**config.mk**
```make
export PLATFORM = sky130hd
export DESIGN_NAME = epoch_to_calendar_date_time_unit
export DESIGN_NICKNAME = d
export VERILOG_FILES = /design/src/rtl/e2cal_pkg.sv /design/src/rtl/e2cal_dpath.sv /design/src/rtl/e2cal_ctrl.sv /design/src/rtl/epoch_to_calendar_date_time_unit.sv
export VERILOG_INCLUDE_DIRS = /design/src /design/src/rtl
export SDC_FILE = /design/constraint.sdc
export NUM_CORES = 1
export LEC_CHECK = 0
export BUFFER_PORTS_ARGS = -buffer_cell sky130_fd_sc_hd__clkbuf_2
export CORE_AREA = 5 5 166 248
export CTS_BUF_LIST = sky130_fd_sc_hd__clkbuf_4
export DETAILED_ROUTE_END_ITERATION = 12
export DIE_AREA = 0 0 171 253
export PLACE_DENSITY = 0.71
export SLEW_MARGIN = 20
export SYNTH_ARGS = -nofsm -noshare
export SYNTH_HDL_FRONTEND = slang
export SYNTH_SLANG_ARGS = --single-unit
```
**constraint.sdc**
```tcl
create_clock -name clock -period 11.7 [get_ports clock]
set_input_delay 1.755 -clock clock [delete_from_list [all_inputs] [get_ports clock]]
set_output_delay 1.755 -clock clock [all_outputs]
set_load 0.01 [all_outputs]
```
**src/rtl/epoch_to_calendar_date_time_unit_assert.svh**
```systemverilog
// assertion macros shared by the calendar conversion modules
`ifndef EPOCH_TO_CALENDAR_DATE_TIME_UNIT_ASSERT_SVH
`define EPOCH_TO_CALENDAR_DATE_TIME_UNIT_ASSERT_SVH

// same-cycle implication, checked outside reset
`define E2CAL_ASSERT_NOW(lbl, clk, rst, ante, cons) \
   lbl: assert property (@(posedge clk) disable iff (rst) (ante) |-> (cons)) \
      else $error("assertion failed");

// next-cycle implication, checked outside reset
`define E2CAL_ASSERT_NEXT(lbl, clk, rst, ante, cons) \
   lbl: assert property (@(posedge clk) disable iff (rst) (ante) |=> (cons)) \
      else $error("assertion failed");

`endif

```
**src/rtl/e2cal_pkg.sv**
```systemverilog
// types, constants and calendar functions for the epoch to calendar converter
`timescale 1ns / 1ps

package e2cal_pkg;

   localparam int EpochWidth = 32;
   localparam int DaysWidth  = 16;
   localparam int RemWidth   = 17;
   localparam int YearWidth  = 12;

   localparam logic [RemWidth-1:0]  SecsPerDay  = 17'd86400;
   localparam logic [RemWidth-1:0]  SecsPerHour = 17'd3600;
   localparam logic [RemWidth-1:0]  SecsPerMin  = 17'd60;
   localparam logic [4:0]           HoursPerDay = 5'd24;
   localparam logic [YearWidth-1:0] BaseYear    = 12'd1970;
   localparam logic [YearWidth-1:0] MaxYear     = 12'd2106;
   localparam logic [8:0]           PlainYearDays = 9'd365;
   localparam logic [4:0]           LeapFebDays   = 5'd29;
   localparam logic [3:0]           LastMonth     = 4'd11;
   localparam logic [3:0]           MonthFeb      = 4'd1;

   // reciprocals: ceil(2^35 / 675), ceil(2^21 / 225), ceil(2^14 / 15)
   localparam logic [25:0]          DayRecip  = 26'd50903317;
   localparam logic [13:0]          HourRecip = 14'd9321;
   localparam logic [10:0]          MinRecip  = 11'd1093;

   typedef struct packed {
      logic load;
      logic day_quo;
      logic day_rem;
      logic hour_quo;
      logic hour_rem;
      logic min_quo;
      logic min_rem;
      logic year_step;
      logic start_month;
      logic month_step;
      logic load_out;
   } ctrl_cmd_type;

   typedef struct packed {
      logic year_done;
      logic month_done;
   } dp_status_type;

   // years in range are 1970..2106, so 2100 is the only century that is not leap
   function automatic logic leap_year(input logic [YearWidth-1:0] y);
      logic div4;
      logic century;
      logic div400;
      div4    = (y[1:0] == 2'b00);
      century = (y == 12'd1900) || (y == 12'd2000) || (y == 12'd2100) || (y == 12'd2200);
      div400  = (y == 12'd2000);
      return div4 && (!century || div400);
   endfunction

   function automatic logic [4:0] month_days(input logic [3:0] m, input logic leap);
      logic [4:0] len;
      unique case (m)
         4'd0:    len = 5'd31;
         4'd1:    len = 5'd28;
         4'd2:    len = 5'd31;
         4'd3:    len = 5'd30;
         4'd4:    len = 5'd31;
         4'd5:    len = 5'd30;
         4'd6:    len = 5'd31;
         4'd7:    len = 5'd31;
         4'd8:    len = 5'd30;
         4'd9:    len = 5'd31;
         4'd10:   len = 5'd30;
         4'd11:   len = 5'd31;
         default: len = 5'd31;
      endcase
      if (leap && (m == MonthFeb)) begin
         len = LeapFebDays;
      end
      return len;
   endfunction

endpackage

```
**src/rtl/e2cal_dpath.sv**
```systemverilog
// datapath: reciprocal dividers for the time of day, year and month walk, result registers
`timescale 1ns / 1ps
`include "epoch_to_calendar_date_time_unit_assert.svh"

module e2cal_dpath
   import e2cal_pkg::*;
(
   input  logic                  clock,
   input  logic                  reset,
   input  ctrl_cmd_type          cmd,
   output dp_status_type         status,
   input  logic [EpochWidth-1:0] req_epoch_seconds,
   output logic [11:0]           rsp_year,
   output logic [3:0]            rsp_month,
   output logic [4:0]            rsp_day,
   output logic [4:0]            rsp_hour,
   output logic [5:0]            rsp_minute,
   output logic [5:0]            rsp_second
);

   logic [EpochWidth-1:0] epoch_ff, epoch_in;
   logic [RemWidth-1:0]   rem_ff, rem_in;
   logic [DaysWidth-1:0]  days_ff, days_in;
   logic [YearWidth-1:0]  year_ff, year_in;
   logic [3:0]            mon_ff, mon_in;
   logic [4:0]            hour_ff, hour_in;
   logic [5:0]            minute_ff, minute_in;
   logic [5:0]            second_ff, second_in;
   logic [11:0]           out_year_ff, out_year_in;
   logic [3:0]            out_month_ff, out_month_in;
   logic [4:0]            out_day_ff, out_day_in;
   logic [4:0]            out_hour_ff, out_hour_in;
   logic [5:0]            out_minute_ff, out_minute_in;
   logic [5:0]            out_second_ff, out_second_in;

   logic [50:0]           day_prod;
   logic [32:0]           day_mul;
   logic [26:0]           hour_prod;
   logic [RemWidth-1:0]   hour_mul;
   logic [20:0]           min_prod;
   logic [RemWidth-1:0]   min_mul;
   logic [RemWidth-1:0]   sec_full;
   logic                  leap;
   logic [8:0]            year_len;
   logic [4:0]            month_len;

   // day = (epoch / 128) / 675, hour = (rest / 16) / 225, minute = (rest / 4) / 15
   assign day_prod  = {26'd0, epoch_ff[EpochWidth-1:7]} * {25'd0, DayRecip};
   assign day_mul   = {17'd0, days_ff} * {16'd0, SecsPerDay};
   assign hour_prod = {14'd0, rem_ff[RemWidth-1:4]} * {13'd0, HourRecip};
   assign hour_mul  = {12'd0, hour_ff} * SecsPerHour;
   assign min_prod  = {11'd0, rem_ff[11:2]} * {10'd0, MinRecip};
   assign min_mul   = {11'd0, minute_ff} * SecsPerMin;
   assign sec_full  = rem_ff - min_mul;

   assign leap      = leap_year(year_ff);
   assign year_len  = leap ? (PlainYearDays + 9'd1) : PlainYearDays;
   assign month_len = month_days(mon_ff, leap);

   assign status.year_done  = (days_ff < {{(DaysWidth-9){1'b0}}, year_len});
   assign status.month_done = (days_ff < {{(DaysWidth-5){1'b0}}, month_len}) ||
                              (mon_ff >= LastMonth);

   always_comb begin
      epoch_in      = epoch_ff;
      rem_in        = rem_ff;
      days_in       = days_ff;
      year_in       = year_ff;
      mon_in        = mon_ff;
      hour_in       = hour_ff;
      minute_in     = minute_ff;
      second_in     = second_ff;
      out_year_in   = out_year_ff;
      out_month_in  = out_month_ff;
      out_day_in    = out_day_ff;
      out_hour_in   = out_hour_ff;
      out_minute_in = out_minute_ff;
      out_second_in = out_second_ff;
      if (cmd.load) begin
         epoch_in = req_epoch_seconds;
      end
      if (cmd.day_quo) begin
         days_in = day_prod[50:35];
      end
      if (cmd.day_rem) begin
         rem_in = epoch_ff[RemWidth-1:0] - day_mul[RemWidth-1:0];
      end
      if (cmd.hour_quo) begin
         hour_in = hour_prod[25:21];
      end
      if (cmd.hour_rem) begin
         rem_in = rem_ff - hour_mul;
      end
      if (cmd.min_quo) begin
         minute_in = min_prod[19:14];
      end
      if (cmd.min_rem) begin
         second_in = sec_full[5:0];
         year_in   = BaseYear;
      end
      if (cmd.year_step) begin
         days_in = days_ff - {{(DaysWidth-9){1'b0}}, year_len};
         year_in = year_ff + 12'd1;
      end
      if (cmd.start_month) begin
         mon_in = '0;
      end
      if (cmd.month_step) begin
         days_in = days_ff - {{(DaysWidth-5){1'b0}}, month_len};
         mon_in  = mon_ff + 4'd1;
      end
      if (cmd.load_out) begin
         out_year_in   = year_ff;
         out_month_in  = mon_ff + 4'd1;
         out_day_in    = days_ff[4:0] + 5'd1;
         out_hour_in   = hour_ff;
         out_minute_in = minute_ff;
         out_second_in = second_ff;
      end
   end

   always_ff @(posedge clock) begin
      epoch_ff      <= epoch_in;
      rem_ff        <= rem_in;
      days_ff       <= days_in;
      year_ff       <= year_in;
      mon_ff        <= mon_in;
      hour_ff       <= hour_in;
      minute_ff     <= minute_in;
      second_ff     <= second_in;
      out_year_ff   <= out_year_in;
      out_month_ff  <= out_month_in;
      out_day_ff    <= out_day_in;
      out_hour_ff   <= out_hour_in;
      out_minute_ff <= out_minute_in;
      out_second_ff <= out_second_in;
   end

   assign rsp_year   = out_year_ff;
   assign rsp_month  = out_month_ff;
   assign rsp_day    = out_day_ff;
   assign rsp_hour   = out_hour_ff;
   assign rsp_minute = out_minute_ff;
   assign rsp_second = out_second_ff;

   `E2CAL_ASSERT_NOW(a_sod_in_range, clock, reset, cmd.hour_quo, rem_ff < SecsPerDay)
   `E2CAL_ASSERT_NOW(a_hour_in_range, clock, reset, cmd.hour_rem, hour_ff < HoursPerDay)
   `E2CAL_ASSERT_NOW(a_year_in_range, clock, reset, cmd.year_step, year_ff < MaxYear)
   `E2CAL_ASSERT_NOW(a_month_in_range, clock, reset, cmd.month_step, mon_ff < LastMonth)

endmodule

```
**src/rtl/e2cal_ctrl.sv**
```systemverilog
// controller: sequences the division stages, the year and month walk and the result word
`timescale 1ns / 1ps
`include "epoch_to_calendar_date_time_unit_assert.svh"

module e2cal_ctrl
   import e2cal_pkg::*;
(
   input  logic          clock,
   input  logic          reset,
   input  logic          req_valid,
   output logic          req_ready,
   output logic          rsp_valid,
   input  logic          rsp_ready,
   output ctrl_cmd_type  cmd,
   input  dp_status_type status
);

   localparam logic [3:0] ST_IDLE  = 4'd0;
   localparam logic [3:0] ST_DAYQ  = 4'd1;
   localparam logic [3:0] ST_DAYR  = 4'd2;
   localparam logic [3:0] ST_HOURQ = 4'd3;
   localparam logic [3:0] ST_HOURR = 4'd4;
   localparam logic [3:0] ST_MINQ  = 4'd5;
   localparam logic [3:0] ST_MINR  = 4'd6;
   localparam logic [3:0] ST_YEAR  = 4'd7;
   localparam logic [3:0] ST_MONTH = 4'd8;

   logic [3:0] state_ff, state_in;
   logic       rsp_valid_ff, rsp_valid_in;
   logic       out_free;

   assign out_free  = !rsp_valid_ff || rsp_ready;
   assign req_ready = (state_ff == ST_IDLE);
   assign rsp_valid = rsp_valid_ff;

   always_comb begin
      state_in = state_ff;
      cmd      = '0;
      unique case (state_ff)
         ST_IDLE: begin
            if (req_valid) begin
               cmd.load = 1'b1;
               state_in = ST_DAYQ;
            end
         end
         ST_DAYQ: begin
            cmd.day_quo = 1'b1;
            state_in    = ST_DAYR;
         end
         ST_DAYR: begin
            cmd.day_rem = 1'b1;
            state_in    = ST_HOURQ;
         end
         ST_HOURQ: begin
            cmd.hour_quo = 1'b1;
            state_in     = ST_HOURR;
         end
         ST_HOURR: begin
            cmd.hour_rem = 1'b1;
            state_in     = ST_MINQ;
         end
         ST_MINQ: begin
            cmd.min_quo = 1'b1;
            state_in    = ST_MINR;
         end
         ST_MINR: begin
            // second of minute, seed the year
            cmd.min_rem = 1'b1;
            state_in    = ST_YEAR;
         end
         ST_YEAR: begin
            if (status.year_done) begin
               cmd.start_month = 1'b1;
               state_in        = ST_MONTH;
            end else begin
               cmd.year_step = 1'b1;
            end
         end
         ST_MONTH: begin
            if (!status.month_done) begin
               cmd.month_step = 1'b1;
            end else if (out_free) begin
               cmd.load_out = 1'b1;
               state_in     = ST_IDLE;
            end
         end
         default: begin
            state_in = ST_IDLE;
         end
      endcase
   end

   always_comb begin
      rsp_valid_in = rsp_valid_ff;
      if (rsp_valid_ff && rsp_ready) begin
         rsp_valid_in = 1'b0;
      end
      if (cmd.load_out) begin
         rsp_valid_in = 1'b1;
      end
   end

   always_ff @(posedge clock) begin
      if (reset) begin
         state_ff     <= ST_IDLE;
         rsp_valid_ff <= 1'b0;
      end else begin
         state_ff     <= state_in;
         rsp_valid_ff <= rsp_valid_in;
      end
   end

   `E2CAL_ASSERT_NOW(a_load_out_free, clock, reset, cmd.load_out, !rsp_valid_ff || rsp_ready)
   `E2CAL_ASSERT_NEXT(a_accept_starts, clock, reset, req_valid && req_ready, state_ff == ST_DAYQ)
   `E2CAL_ASSERT_NEXT(a_load_out_valid, clock, reset, cmd.load_out, rsp_valid_ff && (state_ff == ST_IDLE))

endmodule

```
**src/rtl/epoch_to_calendar_date_time_unit.sv**
```systemverilog
// top level of the epoch seconds to calendar date and time converter
`timescale 1ns / 1ps

// Converts a 32-bit count of seconds since 1970-01-01 00:00:00 into the
// Gregorian year, month, day, hour, minute and second, one word in, one word out.
// One item at a time: the states DAYQ, DAYR, HOURQ, HOURR, MINQ and MINR
// split the seconds by reciprocal multiplication (days and seconds of day,
// hour, minute and second), then the year walk takes off one year per cycle
// (up to 136 steps for the year 2106), and the month walk one month per cycle
// (up to 11 steps for December); the longest case is the last day of 2105.
// The result sits in an output register, so a new word is taken while the
// previous result waits to be read; a finished result that finds the output
// register still full waits in the month walk until it is read.
module epoch_to_calendar_date_time_unit
   import e2cal_pkg::*;
(
   input  logic        clock,
   input  logic        reset,
   input  logic        req_valid,
   output logic        req_ready,
   input  logic [31:0] req_epoch_seconds,
   output logic        rsp_valid,
   input  logic        rsp_ready,
   output logic [11:0] rsp_year,
   output logic [3:0]  rsp_month,
   output logic [4:0]  rsp_day,
   output logic [4:0]  rsp_hour,
   output logic [5:0]  rsp_minute,
   output logic [5:0]  rsp_second
);

   ctrl_cmd_type  cmd;
   dp_status_type status;

   e2cal_ctrl u_ctrl (
      .clock     (clock),
      .reset     (reset),
      .req_valid (req_valid),
      .req_ready (req_ready),
      .rsp_valid (rsp_valid),
      .rsp_ready (rsp_ready),
      .cmd       (cmd),
      .status    (status)
   );

   e2cal_dpath u_dpath (
      .clock             (clock),
      .reset             (reset),
      .cmd               (cmd),
      .status            (status),
      .req_epoch_seconds (req_epoch_seconds),
      .rsp_year          (rsp_year),
      .rsp_month         (rsp_month),
      .rsp_day           (rsp_day),
      .rsp_hour          (rsp_hour),
      .rsp_minute        (rsp_minute),
      .rsp_second        (rsp_second)
   );

endmodule
```
==> impl_results.md <==
- Total grt overflow: 0
- Final worst slack: ~4.6 ns
- Startpoint type of the worst setup path: flip-flop
- Avg Inst Size Synth: roughly 10 um^2
- Most frequent cells in the layout: 503 x inv_1, 486 x ha_1, 231 x fa_1
- Reg clk slew, reported paths: 0.16 ns
- FP Rows: 89
- Max cap viols: 0
- Crit-path max FO: 12
- Synth async-reset ratio: 0%
- Critical R2R Launch: u_dpath.epoch_ff[12]$_DFFE_PP_
- I/O Pins: 76
- Worst Setup End Kind: flip-flop
- Prevailing post-synth register cell: edfxtp_1
- Hold Path Depth: 0
- Via-per-instance ratio: 5.46
- Slew @ Worst Pin: a little over 1 ns
- Mapped Nets: 2787
- Setup CP Type: reg2reg
- CORE AREA: between 0.03 and 0.04 mm^2
- CTS H-Tree Depth: 4
- Hold path start: u_dpath.rem_ff[1]$_DFFE_PP_
- Count of different cell masters after synthesis: 76
- Post-CTS Resized: 0
- Placer Congestion: roughly 0.93
- Setup TNS: 0 ns
- Initial core utilization: around 54%
- Setup Viol. Count Final: 0
- Worst reg2reg setup slack: 4.62 ns
- CTS sink count: 143
- Vias: approximately 14000
- Syn Inst Count: 2034
- Die span in y: around 250 um
- RSZ-0062 raised after global routing: no
- Worst-Skew Late Latency: 0.66 ns
- Worst-case clock buffer depth: 2
- Critical Path AT: 7.47 ns
- Die X: 171 um
- # DRC: 0
- Status: complete, no violations
- Pre-CTS setup slack: between 4 and 5 ns
- CTS root buf: clkbuf_4
- WP data required: ~12 ns
- Mapped Area: 0.0210 mm^2
- DRT antenna net count: 0
- IO Port Bufs: 75
- Number of synthesized flops with an enable pin: 136
- Hold-fix buffers, CTS: 0
- WL per Instance: 18.2 um
- Vias in the first global route: about 16000
- CTS tree: yes
- Hold EP: u_dpath.second_ff[1]$_DFFE_PP_
- # Post-CTS Setup Buffers: 0
- DIE AREA: 0.0433 mm^2
- Max-slew headroom: 31.9%
- Post-DP HPWL: 40200 um
- Final nets: 2864
- Sequential fraction of the synthesis area: 20.1%
- Fin crit period: 7.08 ns
- Iter 0 DRT Violations: ~670
- Final hold violations: 0
- Worst R2R Path Depth: 23
- Reg2Reg Capture Point: u_dpath.days_ff[9]$_DFFE_PP_
- Largest net degree at the start of global routing: 39
- Pre-antenna DRT Iters: 5
- Fraction of layout cells with a size suffix above 1: 6.50%
- Inst Count DP: 2591
- Worst Clk Skew: 0.0475 ns
- Drt total wl: 47700 um
- Fillers: 3284
- Commonest non-fill, non-tap cell in the layout: inv_1
- Synth Register Bits: 143
- Gr usage total: 23.0%
- Max Fclk: 141 MHz
- P&R area growth vs syn: 6.16%
- Post-Layout Cell Count: 2626
- Global-route wire length before repair: 78000 um
- Tcrit/Tclk final: 60.5%
- Initial antenna violation count: 2
- Max-slew violations: 0
- Num CTS Buffers: 17
- Hold crit path type: reg2reg
- YS warnings: 0
## per-stage QoR
| step | util, % | hold slack [ns] | cell area [um^2] |
|---|---|---|---|
| after floorplan | - | 0.400 | 21000 |
| after global placement | 56.5 | 0.401 | 21900 |
| after detailed placement | 56.5 | 0.408 | 21900 |
| after CTS | 57.3 | 0.442 | 22300 |
| after global routing | 57.3 | 0.451 | 22300 |
| final | 57.3 | 0.440 | 22300 |
## critical path, stage by stage (launching register included)
cell      delay, ns
edfxtp_1       0.83
inv_1          0.19
ha_1           0.37
inv_1          0.11
fa_1           0.43
ha_1           0.28
inv_1          0.05
fa_1           0.49
inv_1          0.05
fa_1           0.48
fa_1           0.56
inv_1          0.07
fa_1           0.54
inv_1          0.05
ha_1           0.33
o21ai_0        0.18
o21ai_1        0.09
a221oi_2       0.33
o211ai_2       0.19
a31oi_1        0.42
nand2_1        0.19
a311oi_1       0.34
xor2_1         0.17
a21oi_1        0.08
## cells by family (layout without fill, tap and decap cells)
group | after synthesis | after routing | share of synthesized area, %
xor gates and xnor gates | 85 | 85 | 3.55
buffers and inverters | 528 | 618 | 9.52
muxes | 3 | 3 | 0.143
AOI/OAI and AO/OA | 285 | 285 | 9.19
other | 0 | 2 | 0
DFF | 143 | 143 | 20.1
adders and majority gates | 717 | 717 | 51.0
and+or+nand+nor | 273 | 273 | 6.47
## worst max-delay path by stage
stage | startpoint | to | slack (ns)
2_1_floorplan | u_dpath.epoch_ff[12]$_DFFE_PP_ | u_dpath.days_ff[3]$_DFFE_PP_ | 5.44
3_3_place_gp | u_dpath.epoch_ff[12]$_DFFE_PP_ | u_dpath.days_ff[9]$_DFFE_PP_ | 4.73
3_5_place_dp | u_dpath.epoch_ff[12]$_DFFE_PP_ | u_dpath.days_ff[9]$_DFFE_PP_ | 4.63
4_1_cts | u_dpath.epoch_ff[12]$_DFFE_PP_ | u_dpath.days_ff[9]$_DFFE_PP_ | 4.59
5_1_grt | u_dpath.epoch_ff[12]$_DFFE_PP_ | u_dpath.days_ff[9]$_DFFE_PP_ | 4.14
6_report | u_dpath.epoch_ff[12]$_DFFE_PP_ | u_dpath.days_ff[9]$_DFFE_PP_ | 4.62
## synthesized netlist by cell type (all sizes together) (6+ instances only)
library cell	count	area, um^2
dfxtp	7	140
inv	504	1890
o31ai	10	75.1
clkbuf	12	45.0
xnor2	50	438
o22ai	6	37.5
nor2	69	269
and3	11	68.8
o21ai	50	250
and2	12	75.1
a221oi	10	113
o211ai	8	65.1
nor2b	8	50.1
a21oi	86	430
nand2	67	254
nand2b	15	93.8
fa	231	4620
a31oi	9	77.6
edfxtp	136	4080
a21o	32	240
xor2	35	307
a211o	6	52.6
nor3	20	105
ha	486	6080
o21a	6	45.0
a21boi	10	78.8
nand4	13	81.3
o21bai	13	97.6
buf	12	62.6
nand3	26	130
or3	15	93.8
## routing by layer
layer	part of all wire [%]	track usage [%]	up-vias	wire [um]
li1	-	-	6906	-
met1	37	24.6	7011	17500
met2	55	44.1	305	26300
met3	2.7	2.33	123	1300
met4	5.5	11.9	0	2620
met5	0	0	-	0
## layout make-up
type / instances / area (um^2) / area share (%)
tap: 500 / 626 / 2.81
multi-input combinational: 1363 / 14800 / 66.3
clock inverter: 15 / 188 / 0.842
sequential: 143 / 4220 / 19.0
antenna: 2 / 5.00 / 0.0225
timing repair buffer: 82 / 440 / 1.98
inverter: 504 / 1890 / 8.49
clock buffer: 17 / 128 / 0.573
## flip-flops by register name, indices dropped and copies added (netlist names), named ones only
signal,cells
u_ctrl.rsp_valid,1
u_dpath.rem_ff,17
u_dpath.rsp_second,6
u_dpath.rsp_day,5
u_dpath.rsp_month,4
u_ctrl.state_ff,4
u_dpath.rsp_hour,5
u_dpath.epoch_ff,32
u_dpath.mon_ff,4
u_dpath.rsp_minute,6
u_dpath.second_ff,6
u_dpath.hour_ff,5
u_dpath.minute_ff,6
u_dpath.days_ff,16
u_dpath.rsp_year,12
u_dpath.year_ff,12
Power is left out: the tool's default activity adds up to more than one toggle a clock period on the data nets, which glitch-free logic cannot reach.
